[src/rtl/core/hsvrgb_pkg.sv]
// Shared types and constants for the HSV to RGB converter.
`default_nettype none

package hsvrgb_pkg;

    localparam int CH_FRAC  = 12;
    localparam int HUE_FRAC = 4;
    localparam int CH_W     = CH_FRAC + 1;
    localparam int HUE_W    = 16;
    localparam int PROD_W   = 2 * CH_W;

    localparam logic [CH_W-1:0]  CH_ONE     = CH_W'(1 << CH_FRAC);
    localparam logic [HUE_W-1:0] HUE_SECTOR = HUE_W'(60 << HUE_FRAC);
    localparam logic [HUE_W-1:0] HUE_FULL   = HUE_W'(360 << HUE_FRAC);
    localparam int NUM_SECTORS = 6;
    localparam int REM_W       = $clog2(60 << HUE_FRAC);

    // ff = rem * ONE / SECTOR via reciprocal; exact for every rem below one sector
    localparam int FF_K = 20;
    localparam longint unsigned FF_RECIP =
        ((64'd1 << (CH_FRAC + FF_K)) + 64'(HUE_SECTOR) - 64'd1) / 64'(HUE_SECTOR);
    localparam int RECIP_W = $clog2(FF_RECIP + 1);
    localparam int FFP_W   = REM_W + RECIP_W;

    typedef enum logic [2:0] {
        SEC_RY = 3'd0,
        SEC_YG = 3'd1,
        SEC_GC = 3'd2,
        SEC_CB = 3'd3,
        SEC_BM = 3'd4,
        SEC_MR = 3'd5
    } hue_sector_t;

    typedef struct packed {
        logic [HUE_W-1:0] hue;
        logic [CH_W-1:0]  saturation;
        logic [CH_W-1:0]  brightness;
    } hsv_pixel_t;

    typedef struct packed {
        logic [CH_W-1:0] red;
        logic [CH_W-1:0] green;
        logic [CH_W-1:0] blue;
    } rgb_pixel_t;

    typedef struct packed {
        hue_sector_t     sector;
        logic [CH_W-1:0] sat;
        logic [CH_W-1:0] val;
    } pix_ctx_t;

    typedef struct packed {
        pix_ctx_t        ctx;
        logic [CH_W-1:0] ff;
    } frac_beat_t;

    typedef struct packed {
        hue_sector_t     sector;
        logic [CH_W-1:0] val;
        logic [CH_W-1:0] p;
        logic [CH_W-1:0] q;
        logic [CH_W-1:0] t;
    } pqt_beat_t;

    function automatic logic [CH_W-1:0] fx_mul(input logic [CH_W-1:0] a,
                                               input logic [CH_W-1:0] b);
        logic [PROD_W-1:0] prod;
        prod = PROD_W'(a) * PROD_W'(b);
        return prod[CH_FRAC +: CH_W];
    endfunction

endpackage

`default_nettype wire

[src/rtl/core/hsvrgb_frac.sv]
// Hue split into sector and in-sector fraction, with channel clamping (two stages).
`default_nettype none

module hsvrgb_frac (
    input  wire logic                   aclk,
    input  wire logic                   aresetn,
    input  wire logic                   adv,
    input  wire logic                   in_valid,
    input  wire hsvrgb_pkg::hsv_pixel_t in_pix,
    output logic                        out_valid,
    output hsvrgb_pkg::frac_beat_t      out_beat
);

    logic [hsvrgb_pkg::HUE_W-1:0] h_wrap;
    logic [hsvrgb_pkg::HUE_W-1:0] base;
    hsvrgb_pkg::hue_sector_t      sector;
    hsvrgb_pkg::pix_ctx_t         ctx_next;
    logic [hsvrgb_pkg::REM_W-1:0] rem_next;
    logic [hsvrgb_pkg::FFP_W-1:0] ff_prod;

    logic                         s1_valid_reg;
    hsvrgb_pkg::pix_ctx_t         s1_ctx_reg;
    logic [hsvrgb_pkg::REM_W-1:0] s1_rem_reg;
    logic                         s2_valid_reg;
    hsvrgb_pkg::frac_beat_t       s2_beat_reg;

    always_comb begin
        h_wrap = (in_pix.hue >= hsvrgb_pkg::HUE_FULL) ? '0 : in_pix.hue;
        sector = hsvrgb_pkg::SEC_RY;
        base   = '0;
        for (int k = 1; k < hsvrgb_pkg::NUM_SECTORS; k++) begin
            if (h_wrap >= hsvrgb_pkg::HUE_W'(k) * hsvrgb_pkg::HUE_SECTOR) begin
                sector = hsvrgb_pkg::hue_sector_t'(3'(k));
                base   = hsvrgb_pkg::HUE_W'(k) * hsvrgb_pkg::HUE_SECTOR;
            end
        end
        rem_next        = hsvrgb_pkg::REM_W'(h_wrap - base);
        ctx_next.sector = sector;
        ctx_next.sat    = (in_pix.saturation > hsvrgb_pkg::CH_ONE) ?
                          hsvrgb_pkg::CH_ONE : in_pix.saturation;
        ctx_next.val    = (in_pix.brightness > hsvrgb_pkg::CH_ONE) ?
                          hsvrgb_pkg::CH_ONE : in_pix.brightness;
    end

    assign ff_prod = hsvrgb_pkg::FFP_W'(s1_rem_reg) *
                     hsvrgb_pkg::FFP_W'(hsvrgb_pkg::FF_RECIP);

    always_ff @(posedge aclk) begin
        if (!aresetn) begin
            s1_valid_reg <= 1'b0;
            s2_valid_reg <= 1'b0;
        end else if (adv) begin
            s1_valid_reg <= in_valid;
            s2_valid_reg <= s1_valid_reg;
        end
    end

    always_ff @(posedge aclk) begin
        if (adv) begin
            s1_ctx_reg     <= ctx_next;
            s1_rem_reg     <= rem_next;
            s2_beat_reg.ctx <= s1_ctx_reg;
            s2_beat_reg.ff <= hsvrgb_pkg::CH_W'(ff_prod >> hsvrgb_pkg::FF_K);
        end
    end

    assign out_valid = s2_valid_reg;
    assign out_beat  = s2_beat_reg;

endmodule

`default_nettype wire

[src/rtl/core/hsvrgb_pqt.sv]
// p, q and t products from brightness, saturation and fraction (two stages).
`default_nettype none

module hsvrgb_pqt (
    input  wire logic                   aclk,
    input  wire logic                   aresetn,
    input  wire logic                   adv,
    input  wire logic                   in_valid,
    input  wire hsvrgb_pkg::frac_beat_t in_beat,
    output logic                        out_valid,
    output hsvrgb_pkg::pqt_beat_t       out_beat
);

    logic                        s3_valid_reg;
    hsvrgb_pkg::pix_ctx_t        s3_ctx_reg;
    logic [hsvrgb_pkg::CH_W-1:0] s3_p_reg;
    logic [hsvrgb_pkg::CH_W-1:0] s3_sf_reg;
    logic [hsvrgb_pkg::CH_W-1:0] s3_sof_reg;
    logic                        s4_valid_reg;
    hsvrgb_pkg::pqt_beat_t       s4_beat_reg;

    always_ff @(posedge aclk) begin
        if (!aresetn) begin
            s3_valid_reg <= 1'b0;
            s4_valid_reg <= 1'b0;
        end else if (adv) begin
            s3_valid_reg <= in_valid;
            s4_valid_reg <= s3_valid_reg;
        end
    end

    always_ff @(posedge aclk) begin
        if (adv) begin
            s3_ctx_reg <= in_beat.ctx;
            s3_p_reg   <= hsvrgb_pkg::fx_mul(in_beat.ctx.val,
                                             hsvrgb_pkg::CH_ONE - in_beat.ctx.sat);
            s3_sf_reg  <= hsvrgb_pkg::fx_mul(in_beat.ctx.sat, in_beat.ff);
            s3_sof_reg <= hsvrgb_pkg::fx_mul(in_beat.ctx.sat,
                                             hsvrgb_pkg::CH_ONE - in_beat.ff);

            s4_beat_reg.sector <= s3_ctx_reg.sector;
            s4_beat_reg.val    <= s3_ctx_reg.val;
            s4_beat_reg.p      <= s3_p_reg;
            s4_beat_reg.q      <= hsvrgb_pkg::fx_mul(s3_ctx_reg.val,
                                                     hsvrgb_pkg::CH_ONE - s3_sf_reg);
            s4_beat_reg.t      <= hsvrgb_pkg::fx_mul(s3_ctx_reg.val,
                                                     hsvrgb_pkg::CH_ONE - s3_sof_reg);
        end
    end

    assign out_valid = s4_valid_reg;
    assign out_beat  = s4_beat_reg;

endmodule

`default_nettype wire

[src/rtl/core/hsv_to_rgb_converter_unit.sv]
// Top level of the HSV to RGB converter: pipeline, channel select and output register.
//
//  channel | ports                      | beat
//  --------+----------------------------+------------------------------------
//  input   | s_valid, s_ready, s_data   | hsv_pixel_t: hue, saturation, brightness
//  output  | m_valid, m_ready, m_data   | rgb_pixel_t: red, green, blue
//
// One pixel per clock unless the output stalls; stages are sector split, fraction
// multiply, first products, second products, channel select into the output register.
// Throughput is set by the single shared advance enable of the pipeline.
// Reset clears the stage valid bits only.
// When m_valid is high and m_ready low every stage holds; s_ready follows.
`default_nettype none

module hsv_to_rgb_converter_unit (
    input  wire logic                   aclk,
    input  wire logic                   aresetn,
    input  wire logic                   s_valid,
    output logic                        s_ready,
    input  wire hsvrgb_pkg::hsv_pixel_t s_data,
    output logic                        m_valid,
    input  wire logic                   m_ready,
    output hsvrgb_pkg::rgb_pixel_t      m_data
);

    logic                   adv;
    logic                   frac_valid;
    hsvrgb_pkg::frac_beat_t frac_beat;
    logic                   pqt_valid;
    hsvrgb_pkg::pqt_beat_t  pqt_beat;
    hsvrgb_pkg::rgb_pixel_t rgb_next;
    logic                   out_valid_reg;
    hsvrgb_pkg::rgb_pixel_t out_data_reg;

    assign adv     = !out_valid_reg || m_ready;
    assign s_ready = adv;

    hsvrgb_frac u_frac (
        .aclk      (aclk),
        .aresetn   (aresetn),
        .adv       (adv),
        .in_valid  (s_valid),
        .in_pix    (s_data),
        .out_valid (frac_valid),
        .out_beat  (frac_beat)
    );

    hsvrgb_pqt u_pqt (
        .aclk      (aclk),
        .aresetn   (aresetn),
        .adv       (adv),
        .in_valid  (frac_valid),
        .in_beat   (frac_beat),
        .out_valid (pqt_valid),
        .out_beat  (pqt_beat)
    );

    always_comb begin
        unique case (pqt_beat.sector)
            hsvrgb_pkg::SEC_RY: rgb_next = '{pqt_beat.val, pqt_beat.t, pqt_beat.p};
            hsvrgb_pkg::SEC_YG: rgb_next = '{pqt_beat.q, pqt_beat.val, pqt_beat.p};
            hsvrgb_pkg::SEC_GC: rgb_next = '{pqt_beat.p, pqt_beat.val, pqt_beat.t};
            hsvrgb_pkg::SEC_CB: rgb_next = '{pqt_beat.p, pqt_beat.q, pqt_beat.val};
            hsvrgb_pkg::SEC_BM: rgb_next = '{pqt_beat.t, pqt_beat.p, pqt_beat.val};
            default:            rgb_next = '{pqt_beat.val, pqt_beat.p, pqt_beat.q};
        endcase
    end

    always_ff @(posedge aclk) begin
        if (!aresetn) begin
            out_valid_reg <= 1'b0;
        end else if (adv) begin
            out_valid_reg <= pqt_valid;
        end
    end

    always_ff @(posedge aclk) begin
        if (adv) begin
            out_data_reg <= rgb_next;
        end
    end

    assign m_valid = out_valid_reg;
    assign m_data  = out_data_reg;

    // no channel ever exceeds full scale
    assert property (@(posedge aclk) disable iff (!aresetn)
        m_valid |-> (m_data.red <= hsvrgb_pkg::CH_ONE) &&
                    (m_data.green <= hsvrgb_pkg::CH_ONE) &&
                    (m_data.blue <= hsvrgb_pkg::CH_ONE))
        else $error("output channel above full scale");

    // zero saturation through an unstalled pipeline comes out grey
    assert property (@(posedge aclk) disable iff (!aresetn)
        (s_valid && s_ready && (s_data.saturation == '0))
            ##1 s_ready ##1 s_ready ##1 s_ready ##1 s_ready
        |=> m_valid && (m_data.red == m_data.green) && (m_data.green == m_data.blue))
        else $error("zero saturation pixel not grey");

    // pipeline advances only while the output register can take a beat
    assert property (@(posedge aclk) disable iff (!aresetn)
        (m_valid && !m_ready) |=> $stable(m_data) && $stable(pqt_beat))
        else $error("pipeline moved during output stall");

endmodule

`default_nettype wire
[config.mk]
export PLATFORM = sky130hd
export DESIGN_NAME = hsv_to_rgb_converter_unit
export DESIGN_NICKNAME = d
export VERILOG_FILES = /design/src/rtl/core/hsvrgb_pkg.sv /design/src/rtl/core/hsvrgb_frac.sv /design/src/rtl/core/hsvrgb_pqt.sv /design/src/rtl/core/hsv_to_rgb_converter_unit.sv
export SDC_FILE = /design/constraint.sdc
export NUM_CORES = 2
export LEC_CHECK = 0
export BUFFER_PORTS_ARGS = -buffer_cell sky130_fd_sc_hd__clkbuf_2
export CAP_MARGIN = 20
export CORE_UTILIZATION = 60
export DETAILED_ROUTE_END_ITERATION = 10
export PLACE_DENSITY = 0.77
export SLEW_MARGIN = 20
export SYNTH_ARGS = -nofsm -noshare
export SYNTH_HDL_FRONTEND = slang
export SYNTH_SLANG_ARGS = --single-unit
[constraint.sdc]
create_clock -name aclk -period 20.5 [get_ports aclk]
set_input_delay 0 -clock aclk [delete_from_list [all_inputs] [get_ports aclk]]
set_output_delay 0 -clock aclk [all_outputs]
set_load 0.02 [all_outputs]
==> metrics.cfg <==
[final_layout]
diodes=0
area_delta_synth_final_pct=7.39
largest_reg_flops=55
multiInputGateArea_um2=25800
regArea_um2=7010
layoutNonFillerInstCount=4646
num-nets-final=4872
fillers=4580
final_layout_size_suffix_gt1_share_pct=5.64

[sta]
hold_violations=0
period_needed_ns=7.44
slew_headroom_pct=23.5
rsz0062_at_grt=false
finalSetupTns_ns=0
min_period_over_period_pct=36.3
setup_viol=0
skew_ns=0.0376
hold_ws_ns=0.0316
final_max_slew_viol_count=0
tightest_slew_ns=1.14
fin_ws_ns=13.06
max_freq_mhz=134

[detailed_routing]
first_iter_violations=1923
route.detailed.drc=0
wirelength_mm=79.4
routed_via_density=5.52
dr.pass1.iters=5
antenna_left=0
via_count=25600
routedWlPerCell_um=17.1

[clock_tree]
cts_sinks=235
clock_path_buffers=3
cts_root_buf=clkbuf_16
cts_buffers=26
htree_num_levels=1
cts.clk_slew.worst_paths_ns=0.06
cts_hold_buffers=62
post_cts_buffers=0
worst_skew_pair.late_latency_ns=0.56
cts_tree=done
ctsResizeCount=0

[floorplanning]
pin_count=87
initial_core_util_pct=60.6
coreArea_um2=60200
die_y_um=249
die_area_um2=61900
fp.dieW_um=249
row_count=90

[flow_run]
cap_violations=0

[setup_path]
cp.required_ns=20.80
criticalPathCategory=reg -> reg
cp.arrival_ns=7.74
end_kind=register
cp_max_fo=26
crit_path_start_kind=register

[placed_design]
detailedPlace.worstSlack_ns=13.07
dp_hpwl_mm=58.9
post-place-cells=4534
gp_congestion=0.876
portBuffers=86

[synthesis]
synth_common_cells=inv_1 (825), fa_1 (607), nand2_1 (548)
synthTopCellsByArea=fa_1 (33%), edfxtp_1 (19%), ha_1 (13%)
async_flop_share_pct=0
synth.distinct_cells=61
ys_ff_latch=235
syn_avg_cell_area_um2=9.61
synth_flop_cell=edfxtp_1
syn-num-nets=4829
yosysSeqAreaShare_pct=19.2
yosys_warnings=0
syn_inst=3801
synth_edf_count=230
yosysMostFrequentCell=inv_1
synth_area_leader_cell=fa_1
synth_top_area_share_pct=33.3
synth_area_um2=36500

[outcome]
run_status=finished, final reports clean

[global_routing]
gr-total-overflow=0
grt_max_degree=175
grt_pass1_wl_mm=133
track_usage_pct=26.5
first_global_vias=26900
antenna_found_initial=0

[worst_hold_path]
hold_class=in -> reg

worst paths after layout:
kind                   startpoint                     to  slack [ns]  cells after the start
max           u_frac.out_beat[27]     u_pqt.s3_p_reg[12]       13.06                     24
min                    s_data[36]  u_frac.s1_ctx_reg[28]        0.03                      3
max reg2reg   u_frac.out_beat[27]     u_pqt.s3_p_reg[12]       13.06                     24
min reg2reg  u_frac.s1_ctx_reg[6]    u_frac.out_beat[19]        0.42                      0
area by class of cell:
class | instances | area share [%]
repair buffers | 196 | 3.65
clock inverters | 20 | 0.571
well taps | 782 | 2.49
flip-flops and latches | 235 | 17.9
clock buffers | 28 | 1.73
multi-input cells | 2560 | 65.8
inverters | 825 | 7.89
worst max-delay path, stage by stage (launching register included):
cell	delay (ns)
edfxtp_1	0.37
buf_4	0.26
inv_1	0.21
ha_1	0.22
nand2b_1	0.09
or4_4	0.46
xor2_1	0.82
nand2_1	0.17
fa_1	0.55
fa_1	0.45
fa_1	0.54
inv_1	0.05
fa_1	0.47
inv_1	0.05
fa_1	0.47
inv_1	0.04
ha_1	0.18
or4_1	0.52
nand4_1	0.11
a21oi_1	0.05
a21oi_1	0.25
a21oi_1	0.18
o31ai_1	0.39
mux2i_1	0.24
nor3b_1	0.07
metrics by stage:
stage	area [um^2]	utilization [%]
final	39200	65.1
after CTS	39200	65.0
after detailed placement	37600	62.5
after global routing	39200	65.1
after floorplan	36500	-
after global placement	37600	62.4
routing by layer:
metal	GRT usage, %	share of wire (%)	vias up
met2	45.3	49	879
met5	0	0	-
met3	3.75	6.5	156
met1	35.4	42	12800
li1	-	-	11800
met4	7.44	2.8	0
placed cells by master, fill, tap and decap left out, drive strengths merged, types with 27 or more instances in the layout:
master         n
buf           47
nor2b         39
xnor2         85
nand2        548
and2         312
a22oi         27
fa           607
nor3          28
a21oi         58
clkbuf       115
inv          830
edfxtp       230
xor2          42
dlygate4sd3   62
o21ai         64
nor2          97
ha           375
cell families (layout without fill, tap and decap cells):
family | count (synthesis) | in the layout | synth area share [%]
buffers and inverters | 1006 | 1069 | 10.4
adder cells (fa/ha/maj) | 982 | 982 | 46.1
flip-flops | 235 | 235 | 19.2
multiplexers | 30 | 30 | 0.867
XOR/XNOR | 127 | 127 | 3.10
AND/OR/NAND/NOR | 1130 | 1130 | 15.0
AO/OA/AOI/OAI | 291 | 291 | 5.42
Power is left out: the tool's default activity adds up to more than one toggle a clock period on the data nets, which glitch-free logic cannot reach.
